==> config.mk <==
export PLATFORM = sky130hd
export DESIGN_NAME = ascii_framed_packet_receiver_flat
export DESIGN_NICKNAME = d
export VERILOG_FILES = /design/src/afpr_pkg.sv /design/src/afpr_if.sv /design/src/afpr_ram.sv /design/src/afpr_ctrl.sv /design/src/afpr_datapath.sv /design/src/ascii_framed_packet_receiver.sv /design/src/flat_wrapper.sv
export VERILOG_INCLUDE_DIRS = /design/src /design/src/src
export SDC_FILE = /design/constraint.sdc
export NUM_CORES = 1
export LEC_CHECK = 0
export BUFFER_PORTS_ARGS = -buffer_cell sky130_fd_sc_hd__buf_2
export CORE_ASPECT_RATIO = 1.25
export CORE_MARGIN = 10
export CORE_UTILIZATION = 55
export CTS_CLUSTER_SIZE = 8
export DETAILED_ROUTE_END_ITERATION = 6
export PLACE_DENSITY = 0.79
export SLEW_MARGIN = 15
export SYNTH_ARGS = -nofsm -noshare
export SYNTH_HDL_FRONTEND = slang
export SYNTH_SLANG_ARGS = --single-unit
==> constraint.sdc <==
create_clock -name clk -period 4.3 [get_ports clk]
set_input_delay 0.86 -clock clk [delete_from_list [all_inputs] [get_ports clk]]
set_output_delay 0.86 -clock clk [all_outputs]
set_load 0.1 [all_outputs]
==> src/ascii_framed_packet_receiver_macros.svh <==
// Assertion macros shared by the deframer RTL.
// Each macro expects signals clk and rst_n in the scope where it is used.
`ifndef ASCII_FRAMED_PACKET_RECEIVER_MACROS_SVH
`define ASCII_FRAMED_PACKET_RECEIVER_MACROS_SVH

// Same-cycle implication, checked while out of reset.
`define AFPR_ASSERT_IMP(label, ante, cons, msg) \
  label: assert property (@(posedge clk) disable iff (!rst_n) (ante) |-> (cons)) \
    else $error(msg);

// Next-cycle implication, checked while out of reset.
`define AFPR_ASSERT_NXT(label, ante, cons, msg) \
  label: assert property (@(posedge clk) disable iff (!rst_n) (ante) |=> (cons)) \
    else $error(msg);

`endif

==> src/afpr_pkg.sv <==
// Package of the ASCII framed packet receiver: field widths, codes, reset values
// and the command, status and result types. No dependencies.
package afpr_pkg;

  localparam int OPCODE_W   = 2;
  localparam int BYTE_W     = 8;
  localparam int ERR_W      = 2;
  localparam int KIND_W     = 2;
  localparam int PTYPE_W    = 7;
  localparam int DLEN_W     = 4;
  localparam int IDX_W      = 4;
  localparam int DEC_W      = 7;
  localparam int CFG_IDX_W  = 3;
  localparam int CFG_DATA_W = 16;
  localparam int TIMER_W    = 16;

  localparam int MAX_PAYLOAD_DEF = 10;
  localparam int FRAME_DEPTH_DEF = 16;

  localparam logic [BYTE_W-1:0]  OPEN_CODE_RST     = 8'h02;
  localparam logic [BYTE_W-1:0]  END_CODE_RST      = 8'h03;
  localparam logic               GENERAL_MODE_RST  = 1'b0;
  localparam logic [TIMER_W-1:0] FRAME_TIMEOUT_RST = 16'd2000;
  localparam logic [TIMER_W-1:0] LINK_TIMEOUT_RST  = 16'd2000;

  localparam logic [BYTE_W-1:0] ASCII_ZERO     = 8'h30;
  localparam logic [DEC_W-1:0]  DEC_RADIX      = 7'd10;
  localparam int                FRAME_OVERHEAD = 6;
  localparam int                PAYLOAD_OFFSET = 5;
  localparam int                HDR_BYTES      = 4;

  // Type/length pairs accepted when general mode is off.
  localparam logic [DEC_W-1:0] FIX_TYPE_A = 7'd1;
  localparam logic [DEC_W-1:0] FIX_LEN_A  = 7'd3;
  localparam logic [DEC_W-1:0] FIX_TYPE_B = 7'd0;
  localparam logic [DEC_W-1:0] FIX_LEN_B  = 7'd6;

  typedef enum logic [OPCODE_W-1:0] {
    OP_BYTE     = 2'd0,
    OP_TICK     = 2'd1,
    OP_LINE_ERR = 2'd2,
    OP_NONE     = 2'd3
  } op_t;

  typedef enum logic [KIND_W-1:0] {
    KIND_DATA      = 2'd0,
    KIND_BAD_FRAME = 2'd1,
    KIND_LINE_ERR  = 2'd2,
    KIND_OFFLINE   = 2'd3
  } kind_t;

  typedef enum logic [CFG_IDX_W-1:0] {
    REG_OPEN_CODE     = 3'd0,
    REG_END_CODE      = 3'd1,
    REG_GENERAL_MODE  = 3'd2,
    REG_FRAME_TIMEOUT = 3'd3,
    REG_LINK_TIMEOUT  = 3'd4
  } cfg_reg_t;

  typedef enum logic [1:0] {
    ST_IDLE = 2'd0,
    ST_READ = 2'd1,
    ST_LOAD = 2'd2
  } state_t;

  // Commands from the controller to the datapath.
  typedef struct packed {
    logic exec;      // process the buffered item
    logic rd;        // read the next payload byte from the frame store
    logic load_run;  // move the read payload byte into the result register
  } cmd_t;

  // Status from the datapath to the controller.
  typedef struct packed {
    logic item_valid;  // an item waits in the input buffer
    logic out_busy;    // the result register holds an untaken item
    logic start_run;   // the buffered item closes a good frame with payload
    logic run_last;    // the current payload byte is the last of the run
  } status_t;

  typedef struct packed {
    kind_t              kind;
    logic [PTYPE_W-1:0] ptype;
    logic [DLEN_W-1:0]  dlen;
    logic [BYTE_W-1:0]  dbyte;
    logic [IDX_W-1:0]   idx;
    logic               last;
    logic               online;
    logic [ERR_W-1:0]   err;
  } out_item_t;

endpackage

==> src/afpr_if.sv <==
// Valid/ready channel interfaces for the input and result items of the deframer.
// Depends on afpr_pkg.
interface afpr_in_if;
  import afpr_pkg::*;
  logic                valid;
  logic                ready;
  logic [OPCODE_W-1:0] opcode;
  logic [BYTE_W-1:0]   rx_byte;
  logic [ERR_W-1:0]    error_bits;

  modport source (output valid, output opcode, output rx_byte, output error_bits,
                  input ready);
  modport sink (input valid, input opcode, input rx_byte, input error_bits,
                output ready);
endinterface

interface afpr_out_if;
  import afpr_pkg::*;
  logic               valid;
  logic               ready;
  logic [KIND_W-1:0]  kind;
  logic [PTYPE_W-1:0] packet_type;
  logic [DLEN_W-1:0]  data_length;
  logic [BYTE_W-1:0]  data_byte;
  logic [IDX_W-1:0]   byte_index;
  logic               last;
  logic               online;
  logic [ERR_W-1:0]   error_code;

  modport source (output valid, output kind, output packet_type, output data_length,
                  output data_byte, output byte_index, output last, output online,
                  output error_code, input ready);
  modport sink (input valid, input kind, input packet_type, input data_length,
                input data_byte, input byte_index, input last, input online,
                input error_code, output ready);
endinterface

==> src/afpr_ram.sv <==
// Generic single-port-write, single-port-read RAM with registered read data.
// No dependencies.
module afpr_ram #(
  parameter int WIDTH = 8,
  parameter int DEPTH = 16
) (
  input  logic                     clk,
  input  logic                     we,
  input  logic [$clog2(DEPTH)-1:0] waddr,
  input  logic [WIDTH-1:0]         wdata,
  input  logic                     re,
  input  logic [$clog2(DEPTH)-1:0] raddr,
  output logic [WIDTH-1:0]         rdata
);

  logic [WIDTH-1:0] mem_r [DEPTH];
  logic [WIDTH-1:0] rdata_r;

  always_ff @(posedge clk) begin
    if (we) begin
      mem_r[waddr] <= wdata;
    end
    if (re) begin
      rdata_r <= mem_r[raddr];
    end
  end

  assign rdata = rdata_r;

endmodule

==> src/afpr_ctrl.sv <==
// Controller of the deframer: sequences item execution and payload runs.
// Depends on afpr_pkg and the assertion macro header.
`include "ascii_framed_packet_receiver_macros.svh"

module afpr_ctrl (
  input  logic              clk,
  input  logic              rst_n,
  input  afpr_pkg::status_t status,
  output afpr_pkg::cmd_t    cmd
);
  import afpr_pkg::*;

  state_t state_r, state_nxt;

  always_ff @(posedge clk) begin
    if (!rst_n) begin
      state_r <= ST_IDLE;
    end else begin
      state_r <= state_nxt;
    end
  end

  always_comb begin
    state_nxt = state_r;
    unique case (state_r)
      ST_IDLE: begin
        if (status.item_valid && !status.out_busy && status.start_run) begin
          state_nxt = ST_READ;
        end
      end
      ST_READ: state_nxt = ST_LOAD;
      ST_LOAD: begin
        if (!status.out_busy) begin
          state_nxt = status.run_last ? ST_IDLE : ST_READ;
        end
      end
      default: state_nxt = ST_IDLE;
    endcase
  end

  always_comb begin
    cmd = '0;
    unique case (state_r)
      ST_IDLE: cmd.exec     = status.item_valid && !status.out_busy;
      ST_READ: cmd.rd       = 1'b1;
      ST_LOAD: cmd.load_run = !status.out_busy;
      default: cmd = '0;
    endcase
  end

  // A byte is only presented after its read has been issued.
  `AFPR_ASSERT_IMP(a_load_after_read, state_r == ST_LOAD,
    $past(state_r) == ST_READ || $past(state_r) == ST_LOAD, "load without read")
  // A run ends only through its last byte.
  `AFPR_ASSERT_NXT(a_run_ends_last, state_r == ST_LOAD && state_nxt == ST_IDLE,
    $past(status.run_last), "run left before its last byte")

endmodule

==> src/afpr_datapath.sv <==
// Datapath of the deframer: input buffer, configuration, frame and link state,
// frame store, frame check and result register. Depends on afpr_pkg, afpr_if,
// afpr_ram and the assertion macro header.
`include "ascii_framed_packet_receiver_macros.svh"

module afpr_datapath #(
  parameter int MAX_PAYLOAD = afpr_pkg::MAX_PAYLOAD_DEF,
  parameter int FRAME_DEPTH = afpr_pkg::FRAME_DEPTH_DEF
) (
  input  logic                            clk,
  input  logic                            rst_n,
  input  logic                            cfg_we,
  input  logic [afpr_pkg::CFG_IDX_W-1:0]  cfg_index,
  input  logic [afpr_pkg::CFG_DATA_W-1:0] cfg_data,
  afpr_in_if.sink                         in_ch,
  afpr_out_if.source                      out_ch,
  input  afpr_pkg::cmd_t                  cmd,
  output afpr_pkg::status_t               status
);
  import afpr_pkg::*;

  localparam int AW = $clog2(FRAME_DEPTH);
  localparam int CW = $clog2(FRAME_DEPTH + 1);

  function automatic logic is_digit(input logic [BYTE_W-1:0] b);
    is_digit = (b >= ASCII_ZERO) && (b <= ASCII_ZERO + 8'd9);
  endfunction

  // Configuration registers.
  logic [BYTE_W-1:0]  open_code_r;
  logic [BYTE_W-1:0]  end_code_r;
  logic               general_mode_r;
  logic [TIMER_W-1:0] frame_timeout_r;
  logic [TIMER_W-1:0] link_timeout_r;

  // Input buffer.
  logic              item_valid_r, item_valid_nxt;
  op_t               item_op_r;
  logic [BYTE_W-1:0] item_byte_r;
  logic [ERR_W-1:0]  item_err_r;

  // Frame and link state.
  logic               receiving_r, receiving_nxt;
  logic               link_online_r, link_online_nxt;
  logic [TIMER_W-1:0] frame_cd_r, frame_cd_nxt;
  logic [TIMER_W-1:0] link_cd_r, link_cd_nxt;
  logic [CW-1:0]      frame_count_r, frame_count_nxt;
  logic               frame_ovf_r, frame_ovf_nxt;
  logic [BYTE_W-1:0]  hdr_r [HDR_BYTES];
  logic [BYTE_W-1:0]  hdr_nxt [HDR_BYTES];

  // Payload run.
  logic [DEC_W-1:0] run_idx_r, run_idx_nxt;
  logic [DEC_W-1:0] run_len_r, run_len_nxt;
  logic [DEC_W-1:0] run_ptype_r, run_ptype_nxt;
  logic             run_last;

  // Result register.
  logic      out_valid_r, out_valid_nxt;
  out_item_t out_r, out_nxt;

  // Frame store.
  logic              ram_we;
  logic [AW-1:0]     ram_waddr;
  logic [BYTE_W-1:0] ram_rdata;
  logic [BYTE_W-1:0] rd_sum;

  // Frame check of the buffered byte as if it closes the frame.
  logic             store_ok;
  logic [CW-1:0]    cnt_after;
  logic             ovf_after;
  logic             hdr_ok;
  logic [DEC_W-1:0] ptype;
  logic [DEC_W-1:0] dlen;
  logic             pair_ok;
  logic             len_ok;
  logic             frame_good;
  logic             closes;

  always_comb begin
    store_ok  = frame_count_r < CW'(FRAME_DEPTH);
    cnt_after = store_ok ? frame_count_r + CW'(1) : frame_count_r;
    ovf_after = frame_ovf_r || !store_ok;
    hdr_ok    = is_digit(hdr_r[0]) && is_digit(hdr_r[1]) &&
                is_digit(hdr_r[2]) && is_digit(hdr_r[3]);
    ptype     = DEC_W'(hdr_r[0][3:0]) * DEC_RADIX + DEC_W'(hdr_r[1][3:0]);
    dlen      = DEC_W'(hdr_r[2][3:0]) * DEC_RADIX + DEC_W'(hdr_r[3][3:0]);
    if (general_mode_r) begin
      pair_ok = dlen <= DEC_W'(MAX_PAYLOAD);
    end else begin
      pair_ok = (ptype == FIX_TYPE_A && dlen == FIX_LEN_A) ||
                (ptype == FIX_TYPE_B && dlen == FIX_LEN_B);
    end
    len_ok     = 8'(cnt_after) == ({1'b0, dlen} + 8'(FRAME_OVERHEAD));
    frame_good = !ovf_after && (cnt_after >= CW'(FRAME_OVERHEAD)) &&
                 hdr_ok && pair_ok && len_ok;
    closes     = receiving_r && (item_byte_r == end_code_r);
  end

  assign run_last = (run_idx_r + DEC_W'(1)) == run_len_r;
  assign rd_sum   = 8'(PAYLOAD_OFFSET) + {1'b0, run_idx_r};

  assign status.item_valid = item_valid_r;
  assign status.out_busy   = out_valid_r;
  assign status.start_run  = (item_op_r == OP_BYTE) && closes && frame_good &&
                             (dlen != '0);
  assign status.run_last   = run_last;

  afpr_ram #(
    .WIDTH (BYTE_W),
    .DEPTH (FRAME_DEPTH)
  ) u_store (
    .clk   (clk),
    .we    (ram_we),
    .waddr (ram_waddr),
    .wdata (item_byte_r),
    .re    (cmd.rd),
    .raddr (rd_sum[AW-1:0]),
    .rdata (ram_rdata)
  );

  always_comb begin
    item_valid_nxt  = item_valid_r;
    receiving_nxt   = receiving_r;
    link_online_nxt = link_online_r;
    frame_cd_nxt    = frame_cd_r;
    link_cd_nxt     = link_cd_r;
    frame_count_nxt = frame_count_r;
    frame_ovf_nxt   = frame_ovf_r;
    hdr_nxt         = hdr_r;
    run_idx_nxt     = run_idx_r;
    run_len_nxt     = run_len_r;
    run_ptype_nxt   = run_ptype_r;
    out_valid_nxt   = out_valid_r;
    out_nxt         = out_r;
    ram_we          = 1'b0;
    ram_waddr       = frame_count_r[AW-1:0];

    if (out_valid_r && out_ch.ready) begin
      out_valid_nxt = 1'b0;
    end
    if (in_ch.valid && !item_valid_r) begin
      item_valid_nxt = 1'b1;
    end

    if (cmd.exec) begin
      item_valid_nxt = 1'b0;
      unique case (item_op_r)
        OP_BYTE: begin
          if (!receiving_r) begin
            if (item_byte_r == open_code_r) begin
              ram_we          = 1'b1;
              ram_waddr       = '0;
              frame_count_nxt = CW'(1);
              frame_ovf_nxt   = 1'b0;
              frame_cd_nxt    = frame_timeout_r;
              receiving_nxt   = 1'b1;
            end
          end else begin
            if (store_ok) begin
              ram_we          = 1'b1;
              frame_count_nxt = cnt_after;
              for (int k = 0; k < HDR_BYTES; k++) begin
                if (frame_count_r == CW'(k + 1)) begin
                  hdr_nxt[k] = item_byte_r;
                end
              end
            end else begin
              frame_ovf_nxt = 1'b1;
            end
            if (closes) begin
              receiving_nxt   = 1'b0;
              frame_count_nxt = '0;
              frame_ovf_nxt   = 1'b0;
              if (frame_good) begin
                link_online_nxt = 1'b1;
                link_cd_nxt     = link_timeout_r;
                if (dlen == '0) begin
                  out_valid_nxt = 1'b1;
                  out_nxt = '{kind: KIND_DATA, ptype: ptype, dlen: '0, dbyte: '0,
                              idx: '0, last: 1'b1, online: 1'b1, err: '0};
                end else begin
                  run_idx_nxt   = '0;
                  run_len_nxt   = dlen;
                  run_ptype_nxt = ptype;
                end
              end else begin
                out_valid_nxt = 1'b1;
                out_nxt = '{kind: KIND_BAD_FRAME, ptype: '0, dlen: '0, dbyte: '0,
                            idx: '0, last: 1'b1, online: link_online_r, err: '0};
              end
            end
          end
        end
        OP_TICK: begin
          if (receiving_r) begin
            if (frame_cd_r <= TIMER_W'(1)) begin
              frame_cd_nxt    = '0;
              receiving_nxt   = 1'b0;
              frame_count_nxt = '0;
              frame_ovf_nxt   = 1'b0;
            end else begin
              frame_cd_nxt = frame_cd_r - TIMER_W'(1);
            end
          end
          if (link_online_r) begin
            if (link_cd_r == '0) begin
              link_online_nxt = 1'b0;
              out_valid_nxt   = 1'b1;
              out_nxt = '{kind: KIND_OFFLINE, ptype: '0, dlen: '0, dbyte: '0,
                          idx: '0, last: 1'b1, online: 1'b0, err: '0};
            end else begin
              link_cd_nxt = link_cd_r - TIMER_W'(1);
            end
          end
        end
        OP_LINE_ERR: begin
          if (item_err_r != '0) begin
            out_valid_nxt = 1'b1;
            out_nxt = '{kind: KIND_LINE_ERR, ptype: '0, dlen: '0, dbyte: '0,
                        idx: '0, last: 1'b1, online: link_online_r, err: item_err_r};
          end
        end
        OP_NONE: ;
        default: ;
      endcase
    end

    if (cmd.load_run) begin
      out_valid_nxt = 1'b1;
      out_nxt = '{kind: KIND_DATA, ptype: run_ptype_r, dlen: run_len_r[DLEN_W-1:0],
                  dbyte: ram_rdata, idx: run_idx_r[IDX_W-1:0], last: run_last,
                  online: link_online_r, err: '0};
      run_idx_nxt = run_idx_r + DEC_W'(1);
    end
  end

  // Control state and configuration.
  always_ff @(posedge clk) begin
    if (!rst_n) begin
      open_code_r     <= OPEN_CODE_RST;
      end_code_r      <= END_CODE_RST;
      general_mode_r  <= GENERAL_MODE_RST;
      frame_timeout_r <= FRAME_TIMEOUT_RST;
      link_timeout_r  <= LINK_TIMEOUT_RST;
      item_valid_r    <= 1'b0;
      receiving_r     <= 1'b0;
      link_online_r   <= 1'b0;
      frame_cd_r      <= '0;
      link_cd_r       <= '0;
      frame_count_r   <= '0;
      frame_ovf_r     <= 1'b0;
      out_valid_r     <= 1'b0;
    end else begin
      if (cfg_we) begin
        case (cfg_index)
          REG_OPEN_CODE:     open_code_r     <= cfg_data[BYTE_W-1:0];
          REG_END_CODE:      end_code_r      <= cfg_data[BYTE_W-1:0];
          REG_GENERAL_MODE:  general_mode_r  <= cfg_data[0];
          REG_FRAME_TIMEOUT: frame_timeout_r <= cfg_data[TIMER_W-1:0];
          REG_LINK_TIMEOUT:  link_timeout_r  <= cfg_data[TIMER_W-1:0];
          default: ;
        endcase
      end
      item_valid_r  <= item_valid_nxt;
      receiving_r   <= receiving_nxt;
      link_online_r <= link_online_nxt;
      frame_cd_r    <= frame_cd_nxt;
      link_cd_r     <= link_cd_nxt;
      frame_count_r <= frame_count_nxt;
      frame_ovf_r   <= frame_ovf_nxt;
      out_valid_r   <= out_valid_nxt;
    end
  end

  // Payload registers.
  always_ff @(posedge clk) begin
    if (in_ch.valid && !item_valid_r) begin
      item_op_r   <= op_t'(in_ch.opcode);
      item_byte_r <= in_ch.rx_byte;
      item_err_r  <= in_ch.error_bits;
    end
    hdr_r       <= hdr_nxt;
    run_idx_r   <= run_idx_nxt;
    run_len_r   <= run_len_nxt;
    run_ptype_r <= run_ptype_nxt;
    out_r       <= out_nxt;
  end

  assign in_ch.ready        = !item_valid_r;
  assign out_ch.valid       = out_valid_r;
  assign out_ch.kind        = out_r.kind;
  assign out_ch.packet_type = out_r.ptype;
  assign out_ch.data_length = out_r.dlen;
  assign out_ch.data_byte   = out_r.dbyte;
  assign out_ch.byte_index  = out_r.idx;
  assign out_ch.last        = out_r.last;
  assign out_ch.online      = out_r.online;
  assign out_ch.error_code  = out_r.err;

  `AFPR_ASSERT_IMP(a_no_overwrite, cmd.exec || cmd.load_run, !out_valid_r,
    "result register loaded while full")
  `AFPR_ASSERT_IMP(a_recv_count, receiving_r, frame_count_r != '0,
    "receiving with an empty frame")
  `AFPR_ASSERT_IMP(a_idle_clean, !receiving_r, frame_count_r == '0 && !frame_ovf_r,
    "frame state left over in idle")
  `AFPR_ASSERT_IMP(a_run_in_range, cmd.load_run, run_idx_r < run_len_r,
    "payload index beyond run length")

endmodule

==> src/ascii_framed_packet_receiver.sv <==
// An accepted item waits in the one-item input buffer and executes once the result register
// is free; its result is then registered there. A payload run starts after its end code
// executes. The input buffer takes no new item until the buffered one has executed; each
// payload byte takes a store read, then a result load, and an item with results holds off
// execution of the next until its last result is taken.
// Reset (rst_n, synchronous, active low) clears control state and configuration only.
module ascii_framed_packet_receiver #(
  parameter int MAX_PAYLOAD = afpr_pkg::MAX_PAYLOAD_DEF,
  parameter int FRAME_DEPTH = afpr_pkg::FRAME_DEPTH_DEF
) (
  input  logic                            clk,
  input  logic                            rst_n,
  input  logic                            cfg_we,
  input  logic [afpr_pkg::CFG_IDX_W-1:0]  cfg_index,
  input  logic [afpr_pkg::CFG_DATA_W-1:0] cfg_data,
  afpr_in_if.sink                         in_ch,
  afpr_out_if.source                      out_ch
);
  import afpr_pkg::*;

  // The controller decides when the buffered item is executed and walks
  // through a payload run one byte at a time. The datapath holds everything
  // else: the one-item input buffer, the configuration registers, the frame
  // and link timers, the header digit registers, the frame store and the
  // result register. The frame store holds undefined data after reset and
  // needs no clearing pass, since only bytes of the current frame are read.
  cmd_t    cmd;
  status_t status;

  // An input item is taken whenever the input buffer is empty, so a new item
  // is accepted while a finished result still waits on the output channel.
  // The buffered item is executed only once the result register is free,
  // because every item may produce a result.
  afpr_ctrl u_ctrl (
    .clk    (clk),
    .rst_n  (rst_n),
    .status (status),
    .cmd    (cmd)
  );

  // Frame bytes are written to the frame store as they arrive; the four
  // header digits are also kept in registers so that the frame check at the
  // end code is combinational logic. A good frame with payload starts a run: each
  // byte is read from the store and presented with its index, the last byte
  // carrying the last flag.
  afpr_datapath #(
    .MAX_PAYLOAD (MAX_PAYLOAD),
    .FRAME_DEPTH (FRAME_DEPTH)
  ) u_datapath (
    .clk       (clk),
    .rst_n     (rst_n),
    .cfg_we    (cfg_we),
    .cfg_index (cfg_index),
    .cfg_data  (cfg_data),
    .in_ch     (in_ch),
    .out_ch    (out_ch),
    .cmd       (cmd),
    .status    (status)
  );

endmodule

==> src/flat_wrapper.sv <==
// flat-port wrapper written by rule: the top's interface ports become plain ports
module ascii_framed_packet_receiver_flat import afpr_pkg::*;
#(
  parameter int MAX_PAYLOAD = afpr_pkg::MAX_PAYLOAD_DEF,
  parameter int FRAME_DEPTH = afpr_pkg::FRAME_DEPTH_DEF
)
  (clk, rst_n, cfg_we, cfg_index, cfg_data, in_ch_valid, in_ch_opcode, in_ch_rx_byte, in_ch_error_bits, in_ch_ready, out_ch_valid, out_ch_kind, out_ch_packet_type, out_ch_data_length, out_ch_data_byte, out_ch_byte_index, out_ch_last, out_ch_online, out_ch_error_code, out_ch_ready);
  afpr_in_if in_ch_i ();
  afpr_out_if out_ch_i ();
  input  logic clk;
  input  logic rst_n;
  input  logic cfg_we;
  input  logic [afpr_pkg::CFG_IDX_W-1:0] cfg_index;
  input  logic [afpr_pkg::CFG_DATA_W-1:0] cfg_data;
  input wire logic [$bits(in_ch_i.valid)-1:0] in_ch_valid;
  input wire logic [$bits(in_ch_i.opcode)-1:0] in_ch_opcode;
  input wire logic [$bits(in_ch_i.rx_byte)-1:0] in_ch_rx_byte;
  input wire logic [$bits(in_ch_i.error_bits)-1:0] in_ch_error_bits;
  output wire logic [$bits(in_ch_i.ready)-1:0] in_ch_ready;
  output wire logic [$bits(out_ch_i.valid)-1:0] out_ch_valid;
  output wire logic [$bits(out_ch_i.kind)-1:0] out_ch_kind;
  output wire logic [$bits(out_ch_i.packet_type)-1:0] out_ch_packet_type;
  output wire logic [$bits(out_ch_i.data_length)-1:0] out_ch_data_length;
  output wire logic [$bits(out_ch_i.data_byte)-1:0] out_ch_data_byte;
  output wire logic [$bits(out_ch_i.byte_index)-1:0] out_ch_byte_index;
  output wire logic [$bits(out_ch_i.last)-1:0] out_ch_last;
  output wire logic [$bits(out_ch_i.online)-1:0] out_ch_online;
  output wire logic [$bits(out_ch_i.error_code)-1:0] out_ch_error_code;
  input wire logic [$bits(out_ch_i.ready)-1:0] out_ch_ready;
  assign in_ch_i.valid = in_ch_valid;
  assign in_ch_i.opcode = in_ch_opcode;
  assign in_ch_i.rx_byte = in_ch_rx_byte;
  assign in_ch_i.error_bits = in_ch_error_bits;
  assign in_ch_ready = in_ch_i.ready;
  assign out_ch_valid = out_ch_i.valid;
  assign out_ch_kind = out_ch_i.kind;
  assign out_ch_packet_type = out_ch_i.packet_type;
  assign out_ch_data_length = out_ch_i.data_length;
  assign out_ch_data_byte = out_ch_i.data_byte;
  assign out_ch_byte_index = out_ch_i.byte_index;
  assign out_ch_last = out_ch_i.last;
  assign out_ch_online = out_ch_i.online;
  assign out_ch_error_code = out_ch_i.error_code;
  assign out_ch_i.ready = out_ch_ready;
  ascii_framed_packet_receiver #(.MAX_PAYLOAD(MAX_PAYLOAD), .FRAME_DEPTH(FRAME_DEPTH)) u_core (.clk(clk), .rst_n(rst_n), .cfg_we(cfg_we), .cfg_index(cfg_index), .cfg_data(cfg_data), .in_ch(in_ch_i), .out_ch(out_ch_i));
endmodule
==> flow_results.xml <==
<?xml version="1.0" encoding="UTF-8"?>
<metrics>
  <group name="yosys">
    <metric name="syn_area" unit="sq um">14400</metric>
    <metric name="synth_seq_area_share" unit="">0.606</metric>
    <metric name="post_synth_num_cell_types" unit="">70</metric>
    <metric name="synth_fp_nets" unit="">1235</metric>
    <metric name="ys.flop_type" unit="">edfxtp_1</metric>
    <metric name="synth-edff-count" unit="">226</metric>
    <metric name="top_cells_by_area_synth" unit="">edfxtp_1 47%, dfxtp_1 13%, mux4_2 6.3%, nand2_1 4.4%, ha_1 2.4%</metric>
    <metric name="cell_count_after_synthesis" unit="">1167</metric>
    <metric name="postSynthAreaPerCell" unit="sq um">12.4</metric>
    <metric name="post-synth-top-area-cell" unit="">edfxtp_1</metric>
    <metric name="post-synth-top-area-fraction" unit="">0.471</metric>
    <metric name="ys_warn_count" unit="">0</metric>
    <metric name="yosys_reg_bits" unit="">323</metric>
    <metric name="ffs_w_async_s_r_synth" unit="">0</metric>
  </group>
  <group name="drt">
    <metric name="dr.pass1.iters" unit="">5</metric>
    <metric name="wl_per_cell" unit="microns">20.2</metric>
    <metric name="drc_violation_count_after_routing" unit="">0</metric>
    <metric name="route.layer.met1.wl" unit="mm">12.9</metric>
    <metric name="vias_per_cell" unit="">5.93</metric>
    <metric name="drt_iter0_markers" unit="">774</metric>
    <metric name="wl" unit="mm">32.7</metric>
    <metric name="route.vias.total" unit="">9580</metric>
    <metric name="post_detailed_route_count_of_antenna_violating_nets" unit="">0</metric>
    <metric name="top_layer_used" unit="">met4</metric>
    <metric name="met3_wire_length" unit="mm">1.69</metric>
    <metric name="met2_wl_post_dr" unit="mm">17.1</metric>
  </group>
  <group name="sta">
    <metric name="maxSlewHeadroom" unit="">0.263</metric>
    <metric name="timing.final.hold_violations" unit="">0</metric>
    <metric name="final-setup-viol-count" unit="">0</metric>
    <metric name="fin_worst_hold_slack" unit="ns">0.461</metric>
    <metric name="skew" unit="ns">0.0200</metric>
    <metric name="timing_worst_slew_pin_value" unit="ns">1.10</metric>
    <metric name="max_fclk" unit="MHz">249</metric>
    <metric name="timing.setup.tns" unit="ns">0</metric>
    <metric name="rsz0062_at_grt" unit="">false</metric>
    <metric name="worst_slack_setup_final" unit="ns">0.283</metric>
    <metric name="post-route-period-util" unit="">0.934</metric>
    <metric name="final_period_minus_worst_setup_slack" unit="ns">4.02</metric>
    <metric name="total_count_of_max_transition_violations_in_the_final_report" unit="">0</metric>
  </group>
  <group name="clock_tree">
    <metric name="cts.hold.buffers_added" unit="">0</metric>
    <metric name="clk_path_buf_depth" unit="">3</metric>
    <metric name="tritoncts" unit="">yes</metric>
    <metric name="postCtsResizedCells" unit="">0</metric>
    <metric name="deepest_level_of_the_cts_h_tree" unit="">2</metric>
    <metric name="cts_buffers" unit="">46</metric>
    <metric name="clock_latency" unit="ns">0.55</metric>
    <metric name="cts.reportedPaths.clkPinSlew" unit="ns">0.05</metric>
    <metric name="post-cts-setup-buffer-count" unit="">0</metric>
    <metric name="root_buffer" unit="">clkbuf_16</metric>
    <metric name="clock-sinks" unit="">323</metric>
  </group>
  <group name="worst_setup_path">
    <metric name="crit_path_dat" unit="ns">4.31</metric>
    <metric name="ws_path_type" unit="">flip-flop to flip-flop</metric>
    <metric name="timing.rr.end" unit="">u_core.u_datapath.out_ch.data_length[1]$_DFFE_PP_</metric>
    <metric name="critical_path.reg2reg.startpoint" unit="">u_core.u_datapath.hdr_r[9]$_DFFE_PP_</metric>
    <metric name="worstPathMaxFanout" unit="">16</metric>
    <metric name="reg2regPathDepth" unit="">11</metric>
    <metric name="rrSetupSlack" unit="ns">0.28</metric>
    <metric name="worstPathRequired" unit="ns">4.60</metric>
    <metric name="end_kind" unit="">flip-flop</metric>
    <metric name="start_kind" unit="">flip-flop</metric>
  </group>
  <group name="layout">
    <metric name="layout_commonest_cell" unit="">edfxtp_1</metric>
    <metric name="sequential_cell_area_in_the_final_layout" unit="sq um">8730</metric>
    <metric name="final_cell_mix" unit="">226 x edfxtp_1, 170 x nand2_1, 97 x dfxtp_1, 66 x buf_2, 58 x nor2_1</metric>
    <metric name="multi_input_area" unit="sq um">5350</metric>
    <metric name="layout.core_utilization" unit="">0.635</metric>
    <metric name="design.final.nets" unit="">1323</metric>
    <metric name="fill_cells" unit="">1954</metric>
    <metric name="area_growth_syn_to_layout" unit="%">14.3</metric>
    <metric name="layout_cell_share_with_drive_strength_beyond_1" unit="">0.158</metric>
    <metric name="post-route-cell-area" unit="sq um">16500</metric>
  </group>
  <group name="placement">
    <metric name="place.gp.congestion" unit="">0.857</metric>
    <metric name="postPlaceCellArea" unit="sq um">15200</metric>
    <metric name="place.port_buffers" unit="">66</metric>
    <metric name="place_worst_setup_slack" unit="ns">0.320</metric>
    <metric name="detailedPlacementHpwl" unit="mm">21.6</metric>
  </group>
  <group name="floorplanning">
    <metric name="design.core.area" unit="sq um">25900</metric>
    <metric name="die_h" unit="microns">201</metric>
    <metric name="initial_core_util" unit="">0.556</metric>
    <metric name="fp-row-count" unit="">66</metric>
    <metric name="design.die.area" unit="sq um">33100</metric>
    <metric name="die_w" unit="microns">165</metric>
    <metric name="ioPinCount" unit="">67</metric>
  </group>
  <group name="power_and_ir_drop">
    <metric name="power-per-cell-area" unit="nW/um^2">422</metric>
    <metric name="power.static_leakage" unit="nW">5.93</metric>
    <metric name="vdd.ir_drop.worst" unit="mV">0.257</metric>
  </group>
  <group name="hold_path">
    <metric name="holdPathEnd" unit="">u_core.u_datapath.out_ch.kind[1]$_SDFFE_PP0P_</metric>
    <metric name="timing.hold.worst.class" unit="">flip-flop to flip-flop</metric>
    <metric name="hold_path.startpoint" unit="">u_core.u_datapath.out_ch.kind[1]$_SDFFE_PP0P_</metric>
    <metric name="hold-path-cell-count" unit="">2</metric>
  </group>
  <group name="global_routing">
    <metric name="total_grt_overflow" unit="">0</metric>
    <metric name="grt_start_max_net_pins" unit="">47</metric>
    <metric name="global_route.usage.total" unit="">0.196</metric>
    <metric name="grt_pass1_vias" unit="">9724</metric>
    <metric name="grt_first_pass_wirelength" unit="mm">52.1</metric>
    <metric name="number_of_antenna_violations_at_the_first_check_in_global_routing" unit="">1</metric>
  </group>
  <group name="job">
    <metric name="max_cap_viol_count" unit="">0</metric>
  </group>
  <group name="run_status">
    <metric name="run_status" unit="">complete, no violations</metric>
  </group>
</metrics>
worst max-delay path, cell delays in order, from the launching register on:
cell      delay [ns]
edfxtp_1        0.46
ha_1            0.37
ha_1            0.25
fa_1            0.41
xnor2_1         0.33
nand2b_1        0.13
o311a_1         0.39
o41ai_2         0.56
a21oi_1         0.14
o31ai_1         0.09
nand2_1         0.32
buf_12          0.29
flip-flops by register name, summed over array words and instances (netlist names), 4 cells and up:
name and flops:
u_core.u_datapath.open_code_r 8, u_core.u_datapath.frame_timeout_r 16, u_core.u_datapath.link_cd_r 16, u_core.u_datapath.end_code_r 8, u_core.u_datapath.out_ch.packet_type 7, u_core.u_datapath.u_store.mem_r 128
u_core.u_datapath.run_idx_r 7, u_core.u_datapath.out_ch.data_length 4, u_core.u_datapath.out_ch.byte_index 4, u_core.u_datapath.item_byte_r 8, u_core.u_datapath.hdr_r 32, u_core.u_datapath.frame_cd_r 16
u_core.u_datapath.run_ptype_r 7, u_core.u_datapath.frame_count_r 5, u_core.u_datapath.run_len_r 7, u_core.u_datapath.u_store.rdata 8, u_core.u_datapath.link_timeout_r 16, u_core.u_datapath.out_ch.data_byte 8
layer usage:
metal,track usage,vias to the layer above
met5,0,-
met4,0.0707,0
met3,0.0349,76
met2,0.343,284
met1,0.235,4732
li1,-,4488
per-stage QoR:
step,power (mW),cells
final,6.95,1616
after global routing,7.14,1615
after CTS,6.99,1615
after detailed placement,3.78,1547
after global placement,3.77,1547
after floorplan,3.67,1167
kinds of logic (layout without fill, tap and decap cells):
group	Yosys count	count (layout)	share of synthesized area
adder cells (fa/ha/maj)	32	32	0.0299
XOR/XNOR	49	49	0.0298
AND/OR/NAND/NOR	414	414	0.139
flip-flops	323	323	0.606
AO/OA/AOI/OAI	213	213	0.103
other	0	1	0
multiplexers	48	48	0.0683
buffers and inverters	88	196	0.0243
layout make-up:
cell class              count  share of cell area
flip-flops and latches    323               0.530
multi-input cells         756               0.325
clock buffers              64              0.0740
repair buffers             94              0.0336
well taps                 340              0.0258
inverters                  34             0.00775
clock inverters             4             0.00403
diodes                      1            0.000152
synthesized netlist by cell type (5+ instances only):
library cell	count
o21ai_0	49
a21boi_0	45
or3_1	10
a22oi_1	6
nand2b_1	14
edfxtp_1	226
a21oi_1	30
xor2_1	17
o21a_1	5
o2bb2ai_1	9
and2_1	24
o211ai_1	6
mux4_2	40
dfxtp_1	97
nor2b_1	17
nand2_1	170
and3_1	10
xnor2_1	32
nor2_1	58
nor3_1	19
a31o_1	9
ha_1	28
inv_1	34
nand3_1	41
nand4_1	13
clkbuf_1	45
mux2i_1	5
o31ai_1	11
nor3b_1	6
buf_1	5
nor4_1	13
worst max-delay path by stage:
stage	start	to	slack [ns]	cells past startpoint
after global placement	u_core.u_datapath.hdr_r[9]$_DFFE_PP_	u_core.u_datapath.out_ch.data_byte[5]$_DFFE_PP_	0.50	11
after global routing	u_core.u_datapath.hdr_r[8]$_DFFE_PP_	u_core.u_datapath.out_ch.data_length[1]$_DFFE_PP_	0.07	12
after floorplan	u_core.u_datapath.hdr_r[25]$_DFFE_PP_	u_core.u_datapath.run_idx_r[0]$_SDFFCE_PN0P_	0.21	11
after CTS	u_core.u_datapath.hdr_r[9]$_DFFE_PP_	u_core.u_datapath.out_ch.data_length[1]$_DFFE_PP_	0.30	11
final	u_core.u_datapath.hdr_r[9]$_DFFE_PP_	u_core.u_datapath.out_ch.data_length[1]$_DFFE_PP_	0.28	11
after detailed placement	u_core.u_datapath.hdr_r[25]$_DFFE_PP_	u_core.u_datapath.out_ch.data_byte[5]$_DFFE_PP_	0.32	13
report_power, final:
| part | total, mW | internal (mW) | leakage, nW | switching [mW] |
|---|---|---|---|---|
| logic | 0.326 | 0.0872 | 2.45 | 0.239 |
| clock network | 3.23 | 1.96 | 0.614 | 1.27 |
| registers | 3.40 | 3.36 | 2.87 | 0.0324 |
Power figures use the tool's default switching activity.
